### src/rtl/bnzc_pkg.sv
// Package for the byte ALU with carry, zero and negative flags.
// Holds the operation codes, the flag bundle type and the fixed byte constants.
// No dependencies.
`default_nettype none

package bnzc_pkg;

  localparam int unsigned ByteW = 8;
  localparam int unsigned OpW   = 4;

  localparam logic [ByteW-1:0] ByteZero   = 8'h00;
  localparam logic [ByteW-1:0] ByteOne    = 8'h01;
  localparam logic [ByteW-1:0] ByteOnes   = 8'hff;
  localparam logic [ByteW-1:0] PushFixed  = 8'h30;

  // Operation codes carried by req_type.
  typedef enum logic [OpW-1:0] {
    OpLoad  = 4'd0,
    OpAdc   = 4'd1,
    OpSbc   = 4'd2,
    OpInc   = 4'd3,
    OpDec   = 4'd4,
    OpAnd   = 4'd5,
    OpOr    = 4'd6,
    OpEor   = 4'd7,
    OpAsl   = 4'd8,
    OpLsr   = 4'd9,
    OpRol   = 4'd10,
    OpRor   = 4'd11,
    OpCmp   = 4'd12,
    OpBit   = 4'd13,
    OpPushF = 4'd14,
    OpPullF = 4'd15
  } alu_op_e;

  // Processor status flags kept by the block.
  typedef struct packed {
    logic c;
    logic z;
    logic n;
  } flags_t;

endpackage

`default_nettype wire

### src/rtl/bnzc_alu.sv
// Combinational datapath of the byte ALU: one operation on two bytes.
// Depends on bnzc_pkg for the operation codes and the flag bundle.
`default_nettype none

module bnzc_alu
  import bnzc_pkg::*;
(
  input  alu_op_e          op_i,
  input  logic [ByteW-1:0] target_i,
  input  logic [ByteW-1:0] operand_i,
  input  flags_t           flags_i,
  output logic [ByteW-1:0] result_o,
  output logic             write_back_o,
  output flags_t           flags_o
);

  logic [ByteW-1:0] add_b;
  logic             add_cin;
  logic [ByteW:0]   add_sum;
  logic [ByteW-1:0] inc_val;
  logic [ByteW-1:0] dec_val;
  logic [ByteW-1:0] and_val;

  // One shared 8-bit adder serves add, subtract and compare.
  assign add_b   = (op_i == OpAdc) ? operand_i : ~operand_i;
  assign add_cin = (op_i == OpCmp) ? 1'b1 : flags_i.c;
  assign add_sum = {1'b0, target_i} + {1'b0, add_b} + {{ByteW{1'b0}}, add_cin};
  assign inc_val = target_i + ByteOne;
  assign dec_val = target_i + ByteOnes;
  assign and_val = target_i & operand_i;

  // Operation select; Z and N follow the result byte unless noted.
  always_comb begin
    result_o     = ByteZero;
    write_back_o = 1'b1;
    flags_o      = flags_i;
    unique case (op_i)
      OpLoad: result_o = operand_i;
      OpAdc, OpSbc: begin
        result_o  = add_sum[ByteW-1:0];
        flags_o.c = add_sum[ByteW];
      end
      OpInc: result_o = inc_val;
      OpDec: result_o = dec_val;
      OpAnd: result_o = and_val;
      OpOr:  result_o = target_i | operand_i;
      OpEor: result_o = target_i ^ operand_i;
      OpAsl: begin
        result_o  = {target_i[ByteW-2:0], 1'b0};
        flags_o.c = target_i[ByteW-1];
      end
      OpLsr: begin
        result_o  = {1'b0, target_i[ByteW-1:1]};
        flags_o.c = target_i[0];
      end
      OpRol: begin
        result_o  = {target_i[ByteW-2:0], flags_i.c};
        flags_o.c = target_i[ByteW-1];
      end
      OpRor: begin
        result_o  = {flags_i.c, target_i[ByteW-1:1]};
        flags_o.c = target_i[0];
      end
      OpCmp: begin
        write_back_o = 1'b0;
        flags_o.c    = add_sum[ByteW];
        flags_o.z    = (add_sum[ByteW-1:0] == ByteZero);
        flags_o.n    = add_sum[ByteW-1];
      end
      OpBit: begin
        write_back_o = 1'b0;
        flags_o.z    = (and_val == ByteZero);
        flags_o.n    = operand_i[ByteW-1];
      end
      OpPushF: begin
        result_o = PushFixed | {flags_i.n, 5'b00000, flags_i.z, flags_i.c};
      end
      OpPullF: begin
        write_back_o = 1'b0;
        flags_o.c    = operand_i[0];
        flags_o.z    = operand_i[1];
        flags_o.n    = operand_i[ByteW-1];
      end
      default: begin
        write_back_o = 1'b0;
      end
    endcase

    // Every operation from load to rotate right sets Z and N from its result byte; flag push leaves them.
    if (op_i <= OpRor) begin
      flags_o.z = (result_o == ByteZero);
      flags_o.n = result_o[ByteW-1];
    end
  end

endmodule

`default_nettype wire

### src/rtl/byte_alu_with_nzc_flags_core.sv
// Byte ALU with carry, zero and negative flags, 6502 style.
// Pipeline: an input register feeding the ALU, then a result register.
// Throughput: one transaction per cycle unless the output stalls; the flag register is updated as each item
// passes the ALU, so back-to-back items see the flags of their predecessor.
// Reset: rst_ni clears both pipeline valids and the C, Z and N flags to zero.
// Depends on bnzc_pkg and bnzc_alu.
`default_nettype none

module byte_alu_with_nzc_flags_core
  import bnzc_pkg::*;
(
  input  logic             clk_i,
  input  logic             rst_ni,
  input  logic             in_valid_i,
  output logic             in_ready_o,
  input  logic [OpW-1:0]   req_type_i,
  input  logic [ByteW-1:0] target_value_i,
  input  logic [ByteW-1:0] operand_value_i,
  output logic             out_valid_o,
  input  logic             out_ready_i,
  output logic [ByteW-1:0] result_value_o,
  output logic             write_back_o,
  output logic             carry_out_o,
  output logic             zero_out_o,
  output logic             negative_out_o
);

  logic             in_vld_q;
  alu_op_e          op_q;
  logic [ByteW-1:0] tgt_q;
  logic [ByteW-1:0] opnd_q;
  flags_t           flags_q;
  flags_t           flags_d;
  logic             out_vld_q;
  logic [ByteW-1:0] res_q;
  logic [ByteW-1:0] res_d;
  logic             wb_q;
  logic             wb_d;
  flags_t           oflags_q;
  logic             out_free;
  logic             advance;

  // The result register can load when empty or when its transaction leaves.
  assign out_free   = !out_vld_q || out_ready_i;
  assign advance    = in_vld_q && out_free;
  assign in_ready_o = !in_vld_q || out_free;

  // Input register.
  always_ff @(posedge clk_i or negedge rst_ni) begin
    if (!rst_ni) begin
      in_vld_q <= 1'b0;
    end else if (in_ready_o) begin
      in_vld_q <= in_valid_i;
    end
  end

  always_ff @(posedge clk_i) begin
    if (in_ready_o && in_valid_i) begin
      op_q   <= alu_op_e'(req_type_i);
      tgt_q  <= target_value_i;
      opnd_q <= operand_value_i;
    end
  end

  bnzc_alu u_alu (
    .op_i         (op_q),
    .target_i     (tgt_q),
    .operand_i    (opnd_q),
    .flags_i      (flags_q),
    .result_o     (res_d),
    .write_back_o (wb_d),
    .flags_o      (flags_d)
  );

  // Flag state and result register.
  always_ff @(posedge clk_i or negedge rst_ni) begin
    if (!rst_ni) begin
      flags_q   <= '0;
      out_vld_q <= 1'b0;
    end else begin
      if (advance) begin
        flags_q <= flags_d;
      end
      if (out_free) begin
        out_vld_q <= in_vld_q;
      end
    end
  end

  always_ff @(posedge clk_i) begin
    if (advance) begin
      res_q    <= res_d;
      wb_q     <= wb_d;
      oflags_q <= flags_d;
    end
  end

  assign out_valid_o    = out_vld_q;
  assign result_value_o = res_q;
  assign write_back_o   = wb_q;
  assign carry_out_o    = oflags_q.c;
  assign zero_out_o     = oflags_q.z;
  assign negative_out_o = oflags_q.n;

endmodule

`default_nettype wire

### config.mk
export PLATFORM = sky130hd
export DESIGN_NAME = byte_alu_with_nzc_flags_core
export DESIGN_NICKNAME = d
export VERILOG_FILES = /design/src/rtl/bnzc_pkg.sv /design/src/rtl/bnzc_alu.sv /design/src/rtl/byte_alu_with_nzc_flags_core.sv
export SDC_FILE = /design/constraint.sdc
export NUM_CORES = 1
export LEC_CHECK = 0
export BUFFER_PORTS_ARGS = -buffer_cell sky130_fd_sc_hd__buf_2
export CAP_MARGIN = 40
export CORE_ASPECT_RATIO = 0.9
export CORE_MARGIN = 2
export CORE_UTILIZATION = 48
export CTS_CLUSTER_DIAMETER = 200
export DETAILED_ROUTE_END_ITERATION = 12
export PLACE_DENSITY = 0.74
export SLEW_MARGIN = 10
export SYNTH_ARGS = -nofsm -noshare
export SYNTH_HDL_FRONTEND = slang
export SYNTH_HIERARCHICAL = 1
export SYNTH_SLANG_ARGS = --single-unit
### constraint.sdc
create_clock -name clk_i -period 5 [get_ports clk_i]
set_input_delay 1 -clock clk_i [delete_from_list [all_inputs] [get_ports clk_i]]
set_output_delay 1 -clock clk_i [all_outputs]
set_load 0.01 [all_outputs]
* After elaboration in Yosys (flattened, before gate mapping)
Cells that the tools add are included.
** Cells by class
- Bitwise operators :: 4
- Add/subtract/negate cells :: 4
- Reduce and logical (&&, ||, !) cells :: 15
- Eq/ne operators :: 15
- $lt $le $gt $ge :: 1
- Multiplexer cells :: 7
** Operators by type and width (count)
- 8-bit one-hot mux with 12 select lines :: 1
- 4-bit equality test, second input constant :: 8
- 8-bit logical NOT :: 3
- 4-bit by 3-bit equality test with 1-bit output, second input constant :: 4
- 8-bit by 8-bit adder with 9-bit output :: 1
- 9-bit by 1-bit adder with 9-bit output :: 1
- 8-bit by 1-bit adder with 8-bit output, second input constant :: 1
- 8-bit adder, second input constant :: 1
- 8-bit AND :: 1
- 4-bit by 2-bit equality test with 1-bit output, second input constant :: 2
- 8-bit 2-to-1 mux :: 1
- 8-bit NOT :: 1
- 8-bit OR :: 1
- 8-bit bitwise XOR :: 1
- 2-bit one-hot mux with 3 select lines :: 1
- 2-bit OR reduction :: 3
- 3-bit OR reduction :: 2
- 4-bit by 1-bit equality test with 1-bit output, second input constant :: 1
- 4-bit less-or-equal comparator, second input constant :: 1
- 4-bit logical NOT :: 1
- 1-bit one-hot mux with 4 select lines :: 1
- 1-bit logical AND :: 2
- 1-bit logical NOT :: 2
- 1-bit logical OR :: 2
- other kinds (2) :: 3
** Word-level totals
- Output and inout port bits :: 14
- Input bits :: 24
- Bits in registers :: 37

* Logic depth before layout (Yosys ltp)
Gate-level depths: netlist (run 1).
- Word-level depth :: 7
- Depth in mapped cells :: 18
- Depth with buffers taken out :: 14

* Modules after synthesis
Netlist (run 1), hierarchy kept.
** By module, submodules not included
- bnzc_alu :: area an instance 1860.5 µm², instances 1, seq. area each 0.0 µm², cells an instance 266
- byte_alu_with_nzc_flags_core :: area an instance 1187.4 µm², instances 1, seq. area each 1086.0 µm², cells an instance 47

* Worst setup path before layout (run 1)
OpenSTA, ideal clock, no wires.
- Path kind :: register to register
- Start :: reg op_q[0]
- End :: reg flags_q[1] (netlist name)
- Stages on the path, launching flop included :: 19
- Slack :: 0.512 ns
- Data arrival time :: 4.424 ns
- Clock period less this slack :: 4.488 ns
- Cells stage by stage :: edfxtp_1 -> buf_2 -> buf_2 -> buf_2 -> buf_1 -> and3_1 -> clkbuf_1 -> xnor2_1 -> fa_1 -> inv_1 -> fa_1 -> nand2b_1 -> a21oi_1 -> a211oi_1 -> xnor2_1 -> a221o_1 -> or4_1 -> o31ai_2 -> mux2_4
** RTL lines
- start: declaration :: RTL line byte_alu_with_nzc_flags_core.sv:29 : alu_op_e op_q;
- start signal: assignment :: RTL line byte_alu_with_nzc_flags_core.sv:59 : op_q <= alu_op_e'(req_type_i);
- end signal: assignment :: RTL line byte_alu_with_nzc_flags_core.sv:82 : flags_q <= flags_d;
- end: declaration :: RTL line byte_alu_with_nzc_flags_core.sv:32 : flags_t flags_q;

==> out/qor.csv, run 1 <==
stage,metric,value,unit
detailed_routing,drt-total-wl,7.464,mm
cts,cts.sinks,37,
yosys,synth_top_area_share,31.53,%
floorplan,dieArea,7004,µm²
floorplan,core,6115,µm²
worst_setup_path,setup.worst_path.class,register to register,
cts,cts_buffers,5,
yosys,synthCells,313,
placement,place_inst,428,
detailed_routing,highest_layer,met4,
floorplan,die_height,79.60,µm
timing,skew,0.005154,ns
floorplan,initial_core_util,49.85,%
global_routing,grt_max_degree,28,
worst_setup_path,critPathSlowestCell,edfxtp_1,
placement,hpwlAfterDp,5.733,mm
cts,cts_hold_buf,0,
global_routing,grt_pass1_vias,2505,
timing,finalMaxSlewViolations,0,
cts,h-tree-depth,2,
timing,max_freq,0.2507,GHz
yosys,ys.flop_type,edfxtp_1,
yosys,syn_area_per_cell,9.738,µm²
worst_setup_path,timing.critical_path.mode_cell,fa_1,
detailed_routing,wl_met1,3.346,mm
power,p_per_area,261.3,nW/µm²
worst_hold_path,hp-class,primary input to async pin,
layout,synthToLayoutAreaGrowth,11.70,%
floorplan,fp.dieW,88.00,µm
layout,finalNetCount,406,
flow_run,maxCapViolCount,0,
timing,finalHoldViolCount,0,
cts,cts_tree,yes,
yosys,synth_edf_count,32,
cts,cts_resized,0,
timing,rsz0062_at_grt,false,
yosys,synthTopCellsByCount,"32 x edfxtp_1, 30 x ha_1, 23 x a21oi_1",
worst_setup_path,worstSetupEndpointType,register,
global_routing,grt_pass1_wl,12.21,mm
cts,clk_pin_slew_worst_paths,0.07,ns
yosys,post_synth_num_cell_types,60,
timing,setup_violations,0,
worst_setup_path,path_max_fanout,14,
worst_setup_path,path_cells,"nor2_1, a31o_2, fa_1, inv_1, fa_1, nand2b_1, a21oi_1, a211oi_1, xnor2_1, a221o_1, or4_1, o31ai_2, mux2_4",
worst_setup_path,slowest_delay,0.57,ns
timing,worst_pin_slew,0.5221,ns
layout,finish.utilization,55.68,%
yosys,synth-seq-cells,37,
worst_setup_path,crit_arrival,4.22,ns
layout,antennaDiodeCount,0,
global_routing,antenna_found_initial,0,
cts,clockRootBuffer,clkbuf_8,
worst_setup_path,r2r-end,flags_q[1]$_DFFE_PN0P_,
yosys,synth_warnings,6,
detailed_routing,post_drt_wl_per_cell,17.08,µm
power,ir_drop,0.1640,mV
placement,portBuffers,37,
worst_setup_path,reg2reg_from,op_q[0]$_DFFE_PP_,
yosys,synthMostInstantiatedCell,edfxtp_1,
timing,relSlewSlack,65.06,%
layout,drive_above_1_share,19.43,%
global_routing,grt.overflow.total,0,
timing,setup-tns-final,0,ns
floorplan,std_cell_rows,27,
yosys,synth_area_leader_cell,edfxtp_1,
worst_setup_path,required,5.23,ns
outcome,status,"finished, final reports clean",
detailed_routing,drtIter0Drc,169,
yosys,syn_area,3048,µm²
detailed_routing,avgViaCountPerCell,5.920,
detailed_routing,vias,2587,
timing,period_needed,3.989,ns
detailed_routing,wl_met3,410,µm
timing,finalCritPeriodShare,79.78,%
worst_setup_path,cp-start-kind,register,
worst_setup_path,r2r_slack,1.01,ns
layout,layout.cells.non_filler,437,
yosys,synth.area.top_cells,"edfxtp_1 32%, ha_1 12%, xnor2_1 4.6%",
yosys,syn_nets,370,
detailed_routing,route.detailed.drc,0,
yosys,synthArstFlopShare,13.51,%
cts,post-cts-setup-buffers,0,
worst_setup_path,worstRegToRegCells,13,
floorplan,ioPinCount,38,
cts,clockBufferDepth,2,
power,p_leak,1.477,nW
placement,gp_congestion,0.9990,
detailed_routing,ant_nets,0,
yosys,seq_area_frac_synth,35.63,%
detailed_routing,wl_met2,3.594,mm
detailed_routing,dr.pass1.iters,5,
cts,clk_latency,0.29,ns
global_routing,gr-usage-all-layers,22.72,%
[routing by layer]
| metal | up-vias | global-route usage (%) |
|---|---|---|
| li1 | 1225 | - |
| met1 | 1243 | 30.14 |
| met2 | 105 | 37.73 |
| met3 | 14 | 3.930 |
| met4 | 0 | 6.923 |
| met5 | - | 0 |
[power by group]
group / switching (W) / internal [W]
clock: 0.000103 / 0.0000965
sequential: 0.0000324 / 0.000373
combinational: 0.000158 / 0.000126
total: 0.000294 / 0.000596
[worst max path at each step]
stage / cells past startpoint / endpoint / slack (ns) / start
floorplan: 18 / flags_q[1]$_DFFE_PN0P_ / 0.51 / op_q[0]$_DFFE_PP_
global placement: 14 / flags_q[1]$_DFFE_PN0P_ / 1.21 / op_q[3]$_DFFE_PP_
detailed placement: 12 / flags_q[1]$_DFFE_PN0P_ / 1.09 / op_q[0]$_DFFE_PP_
CTS: 12 / flags_q[1]$_DFFE_PN0P_ / 1.05 / op_q[0]$_DFFE_PP_
global route: 14 / flags_q[1]$_DFFE_PN0P_ / 0.72 / op_q[3]$_DFFE_PP_
finish: 13 / flags_q[1]$_DFFE_PN0P_ / 1.01 / op_q[0]$_DFFE_PP_
[cell usage in the layout, fill, tap and decap left out, drive strengths merged, types with 9 or more instances in the layout]
| master | instances |
|---|---|
| inv | 24 |
| o21ai | 14 |
| edfxtp | 32 |
| nand2 | 19 |
| nor2 | 19 |
| nor3 | 9 |
| buf | 43 |
| xnor2 | 16 |
| a21oi | 23 |
| ha | 30 |
[through the flow]
step / hold slack, ns / total power (W) / instance area [µm²] / setup slack [ns]
global placement: 0.5180 / 0.0006821 / 3307 / 1.208
global route: 0.5138 / 0.0009368 / 3405 / 0.7208
detailed placement: 0.5361 / 0.0006888 / 3307 / 1.091
floorplan: 0.5049 / 0.0006041 / 3048 / 0.5121
finish: 0.5143 / 0.0008895 / 3405 / 1.011
CTS: 0.5158 / 0.0008889 / 3390 / 1.047
[cells by family (layout without fill, tap and decap cells)]
family	after synthesis	in the layout	share of synthesized area, %
AO/OA/AOI/OAI	78	78	16.83
adder cells (fa/ha/maj)	33	33	14.29
flip-flops	37	37	35.63
AND/OR/NAND/NOR	94	94	17.28
buffers and inverters	38	75	5.336
multiplexers	12	12	4.598
XOR/XNOR	21	21	6.034
[sequential cells by signal, indices dropped and copies added, names as in the netlist]
| register | cells |
|---|---|
| opnd_q | 8 |
| result_value_o | 8 |
| tgt_q | 8 |
| op_q | 4 |
| flags_q | 3 |
| carry_out_o | 1 |
| in_vld_q | 1 |
| negative_out_o | 1 |
| out_valid_o | 1 |
| write_back_o | 1 |
| zero_out_o | 1 |
[worst max-delay path, delay by kind of cell, from the launching register on]
family / cells / cell delay (ns)
AO/OA/AOI/OAI: 5 / 1.11
flip-flops: 1 / 0.57
multiplexers: 1 / 0.19
AND/OR/NAND/NOR: 3 / 1.21
buffers and inverters: 1 / 0.07
adder cells (fa/ha/maj): 2 / 0.60
XOR/XNOR: 1 / 0.17
[layout make-up]
type | instances | area [µm²]
fillers | 549 | 2710
multi-input cells | 238 | 1799
flip-flops and latches | 37 | 1086
repair buffers | 43 | 237.7
well taps | 87 | 108.9
inverters | 24 | 90.09
clock buffers | 6 | 72.57
clock inverters | 2 | 10.01
No activity file was read; power rests on OpenSTA's default activity.
==> run 2, diff against run 1 <==
--- a/config.mk
+++ b/config.mk
@@ -5,6 +5,7 @@
 export SDC_FILE = /design/constraint.sdc
 export NUM_CORES = 1
 export LEC_CHECK = 0
+export ABC_AREA = 1
 export BUFFER_PORTS_ARGS = -buffer_cell sky130_fd_sc_hd__buf_2
 export CAP_MARGIN = 40
 export CORE_ASPECT_RATIO = 0.9
==> constraint.sdc (replaced) <==
create_clock -name clk_i -period 3.7 [get_ports clk_i]
set_input_delay 0.74 -clock clk_i [delete_from_list [all_inputs] [get_ports clk_i]]
set_output_delay 0.74 -clock clk_i [all_outputs]
set_load 0.01 [all_outputs]
==> out/qor.csv, run 2 <==
stage,metric,value,unit,change
yosys,syn_nets,471,,+27%
yosys,synthMuxAreaShare,0,%,-4.6 points
timing,setup_violations,0,,unchanged
yosys,ys.flop_type,edfxtp_1,,
global_routing,gr-usage-all-layers,23.19,%,+0.47 points
layout,final_common_cell,nand2_1,,
cts,cts_resized,0,,unchanged
cts,post-cts-setup-buffers,0,,unchanged
yosys,synth-seq-cells,37,,unchanged
worst_setup_path,crit_arrival,3.60,ns,-0.62 ns
yosys,post_synth_num_cell_types,29,,-52%
worst_setup_path,worstSetupEndpointType,register,,
yosys,synth_adder_area_share,14.20,%,-0.082 points
flow_run,maxCapViolCount,0,,unchanged
global_routing,grt_pass1_wl,12.45,mm,+2.0%
timing,finalMaxSlewViolations,0,,unchanged
detailed_routing,drtIter0Drc,276,,+63%
placement,dpl_worst_slack,0.4171,ns,-0.6744 ns
power,finalPower,0.001408,W,+58%
placement,hpwlAfterDp,6.021,mm,+5.0%
yosys,syn_area_per_cell,7.404,µm²,-24%
layout,antennaDiodeCount,0,,unchanged
cts,clk_pin_slew_worst_paths,0.08,ns,about the same
floorplan,die_height,79.82,µm,+0.28%
outcome,status,"finished, final reports clean",,
timing,skew,0.006209,ns,+0.001055 ns
timing,rsz0062_at_grt,false,,
worst_setup_path,setup.worst_path.class,register to register,,
cts,h-tree-depth,2,,unchanged
power,p_leak,1.848,nW,+25%
cts,cts_hold_buf,0,,unchanged
floorplan,initial_core_util,49.86,%,about the same
detailed_routing,vias,2819,,+9.0%
layout,nFillCells,589,,+7.3%
detailed_routing,drt-total-wl,7.555,mm,+1.2%
timing,finalHoldViolCount,0,,unchanged
global_routing,grt.overflow.total,0,,unchanged
yosys,seq_area_frac_synth,35.43,%,-0.20 points
floorplan,std_cell_rows,27,,unchanged
cts,cts.sinks,37,,unchanged
timing,setup-tns-final,0,ns,unchanged
power,p_per_area,403.3,nW/µm²,+54%
detailed_routing,post_drt_wl_per_cell,13.86,µm,-19%
detailed_routing,ant_nets,0,,unchanged
floorplan,ioPinCount,38,,unchanged
yosys,synth_warnings,6,,unchanged
floorplan,dieArea,7042,µm²,+0.55%
yosys,synthXorXnorAreaFrac,3.714,%,-2.3 points
worst_setup_path,path_max_fanout,8,,-6
worst_hold_path,hp-class,primary input to async pin,,
layout,final_cell_mix,"127 x nand2_1, 72 x inv_1, 37 x nand3_1, 37 x buf_2, 33 x nor2_1",,
global_routing,antenna_found_initial,0,,unchanged
yosys,synth_compound_area_share,3.265,%,-14 points
yosys,synth_edf_count,32,,unchanged
cts,cts_buffers,5,,unchanged
timing,period_needed,3.369,ns,-0.6205 ns
yosys,synthMostInstantiatedCell,nand2_1,,
yosys,synth_top_family_by_area,simple AND/OR/NAND/NOR gates,,
yosys,synthCells,414,,+32%
worst_setup_path,required,3.93,ns,-1.30 ns
detailed_routing,route.detailed.drc,0,,unchanged
timing,finalCritPeriodShare,91.04,%,+11 points
floorplan,core,6148,µm²,+0.55%
yosys,synth_top_area_share,31.35,%,-0.18 points
cts,cts_tree,yes,,
detailed_routing,dr.pass1.iters,5,,unchanged
cts,clockBufferDepth,2,,unchanged
detailed_routing,avgViaCountPerCell,5.172,,-13%
placement,portBuffers,37,,unchanged
timing,worst_slack,0.3314,ns,-0.6795 ns
yosys,syn_area,3065,µm²,+0.57%
yosys,synth.area.top_cells,"edfxtp_1 31%, nand2_1 16%, ha_1 12%",,
layout,drive_above_1_share,14.63,%,-4.8 points
global_routing,grt_pass1_vias,2674,,+6.7%
floorplan,fp.dieW,88.24,µm,+0.27%
layout,synthToLayoutAreaGrowth,13.92,%,
yosys,synthArstFlopShare,13.51,%,unchanged
yosys,yosys.area_share.simple,33.67,%,+16 points
cts,clockRootBuffer,clkbuf_8,,
timing,max_freq,0.2969,GHz,+18%
yosys,synthTopCellsByCount,"127 x nand2_1, 72 x inv_1, 37 x nand3_1",,
global_routing,grt_max_degree,21,,-25%
power,ir_drop,0.2519,mV,+54%
layout,finalNetCount,514,,+27%
yosys,synth_area_leader_cell,edfxtp_1,,
placement,gp_congestion,0.9841,,-1.5%
timing,worst_pin_slew,0.6888,ns,+0.1667 ns
timing,relSlewSlack,54.03,%,-11 points
worst_setup_path,cp-start-kind,register,,
cts,clk_latency,0.29,ns,about the same
-- run 2: changes by cell type after synthesis, moves of 6 or more --
cell | before | now
buf_2 | 7 | 1
nand2_1 | 17 | 127
inv_1 | 22 | 72
nand3_1 | 6 | 37
nor2_1 | 19 | 33
xnor2_1 | 16 | 3
nor2b_1 | 6 | 0
nand4_1 | 1 | 9
nor3_1 | 9 | 3
o21ai_0 | 13 | 3
a21oi_1 | 23 | 10
a31oi_1 | 7 | 0
-- run 2: power by group --
group	internal (W)	switching [W]	leakage, nW
clock	0.000271	0.000150	0.0687
combinational	0.000150	0.000262	1.41
sequential	0.000524	0.0000513	0.373
total	0.000945	0.000464	1.85
-- run 2: path summary, 6_finish.rpt --
check,from,cells past startpoint,slack [ns],to
worst max-delay path,op_q[0]$_DFFE_PP_,19,0.33,flags_q[1]$_DFFE_PN0P_
worst min-delay path,rst_ni,1,0.26,out_valid_o$_DFFE_PN0P_
worst max register to register,op_q[0]$_DFFE_PP_,19,0.33,flags_q[1]$_DFFE_PN0P_
worst min register to register,flags_q[1]$_DFFE_PN0P_,2,0.50,flags_q[1]$_DFFE_PN0P_
max in group asynchronous,rst_ni,1,3.30,flags_q[1]$_DFFE_PN0P_
min in group clk_i,flags_q[1]$_DFFE_PN0P_,2,0.50,flags_q[1]$_DFFE_PN0P_
-- run 2: routing by layer --
layer | wire length [µm] | vias up | global-route usage, %
met5 | 0 | - | 0
met4 | 129 | 0 | 5.758
met3 | 570 | 13 | 3.930
met2 | 3502 | 137 | 37.82
met1 | 3352 | 1260 | 32.02
li1 | - | 1409 | -
-- run 2: final cells by class --
class / count / area [µm²] / area share, %
clock buffer: 5 / 68.82 / 1.971
clock inverter: 3 / 68.82 / 1.971
inverter: 78 / 292.8 / 8.384
multi-input combinational: 298 / 1682 / 48.15
sequential: 37 / 1086 / 31.10
tap: 87 / 108.9 / 3.117
timing repair buffer: 37 / 185.2 / 5.303
-- run 2: metrics by stage --
step	area (µm²)	std cells	utilization, %	hold WS [ns]
5_1_grt	3492	545	56.80	0.2451
2_1_floorplan	3065	414	-	0.4425
6_report	3492	545	56.80	0.2551
4_1_cts	3492	545	56.80	0.2495
3_5_place_dp	3354	537	54.56	0.4754
3_3_place_gp	3354	537	54.56	0.4704
-- run 2: critical path, cell delays in order, from the launching register on --
cell and delay (ns):
edfxtp_1 0.53, inv_1 0.15, nor2_1 0.25, nand2_1 0.30
xor2_1 0.23, inv_1 0.10, fa_1 0.19, inv_1 0.06
fa_1 0.40, xor2_1 0.21, nor2_1 0.07, nor2_1 0.10
nand3_1 0.10, nor2_1 0.11, nand3_1 0.08, nor2_1 0.09
nand3_1 0.08, nand2_1 0.11, nand3_1 0.08, nand2_1 0.07
-- run 2: kinds of logic after synthesis --
group           after synthesis
buf+inv                      79
simple gates                234
flops                        37
fa+ha+maj                    33
compound gates               18
xor+xnor                     13
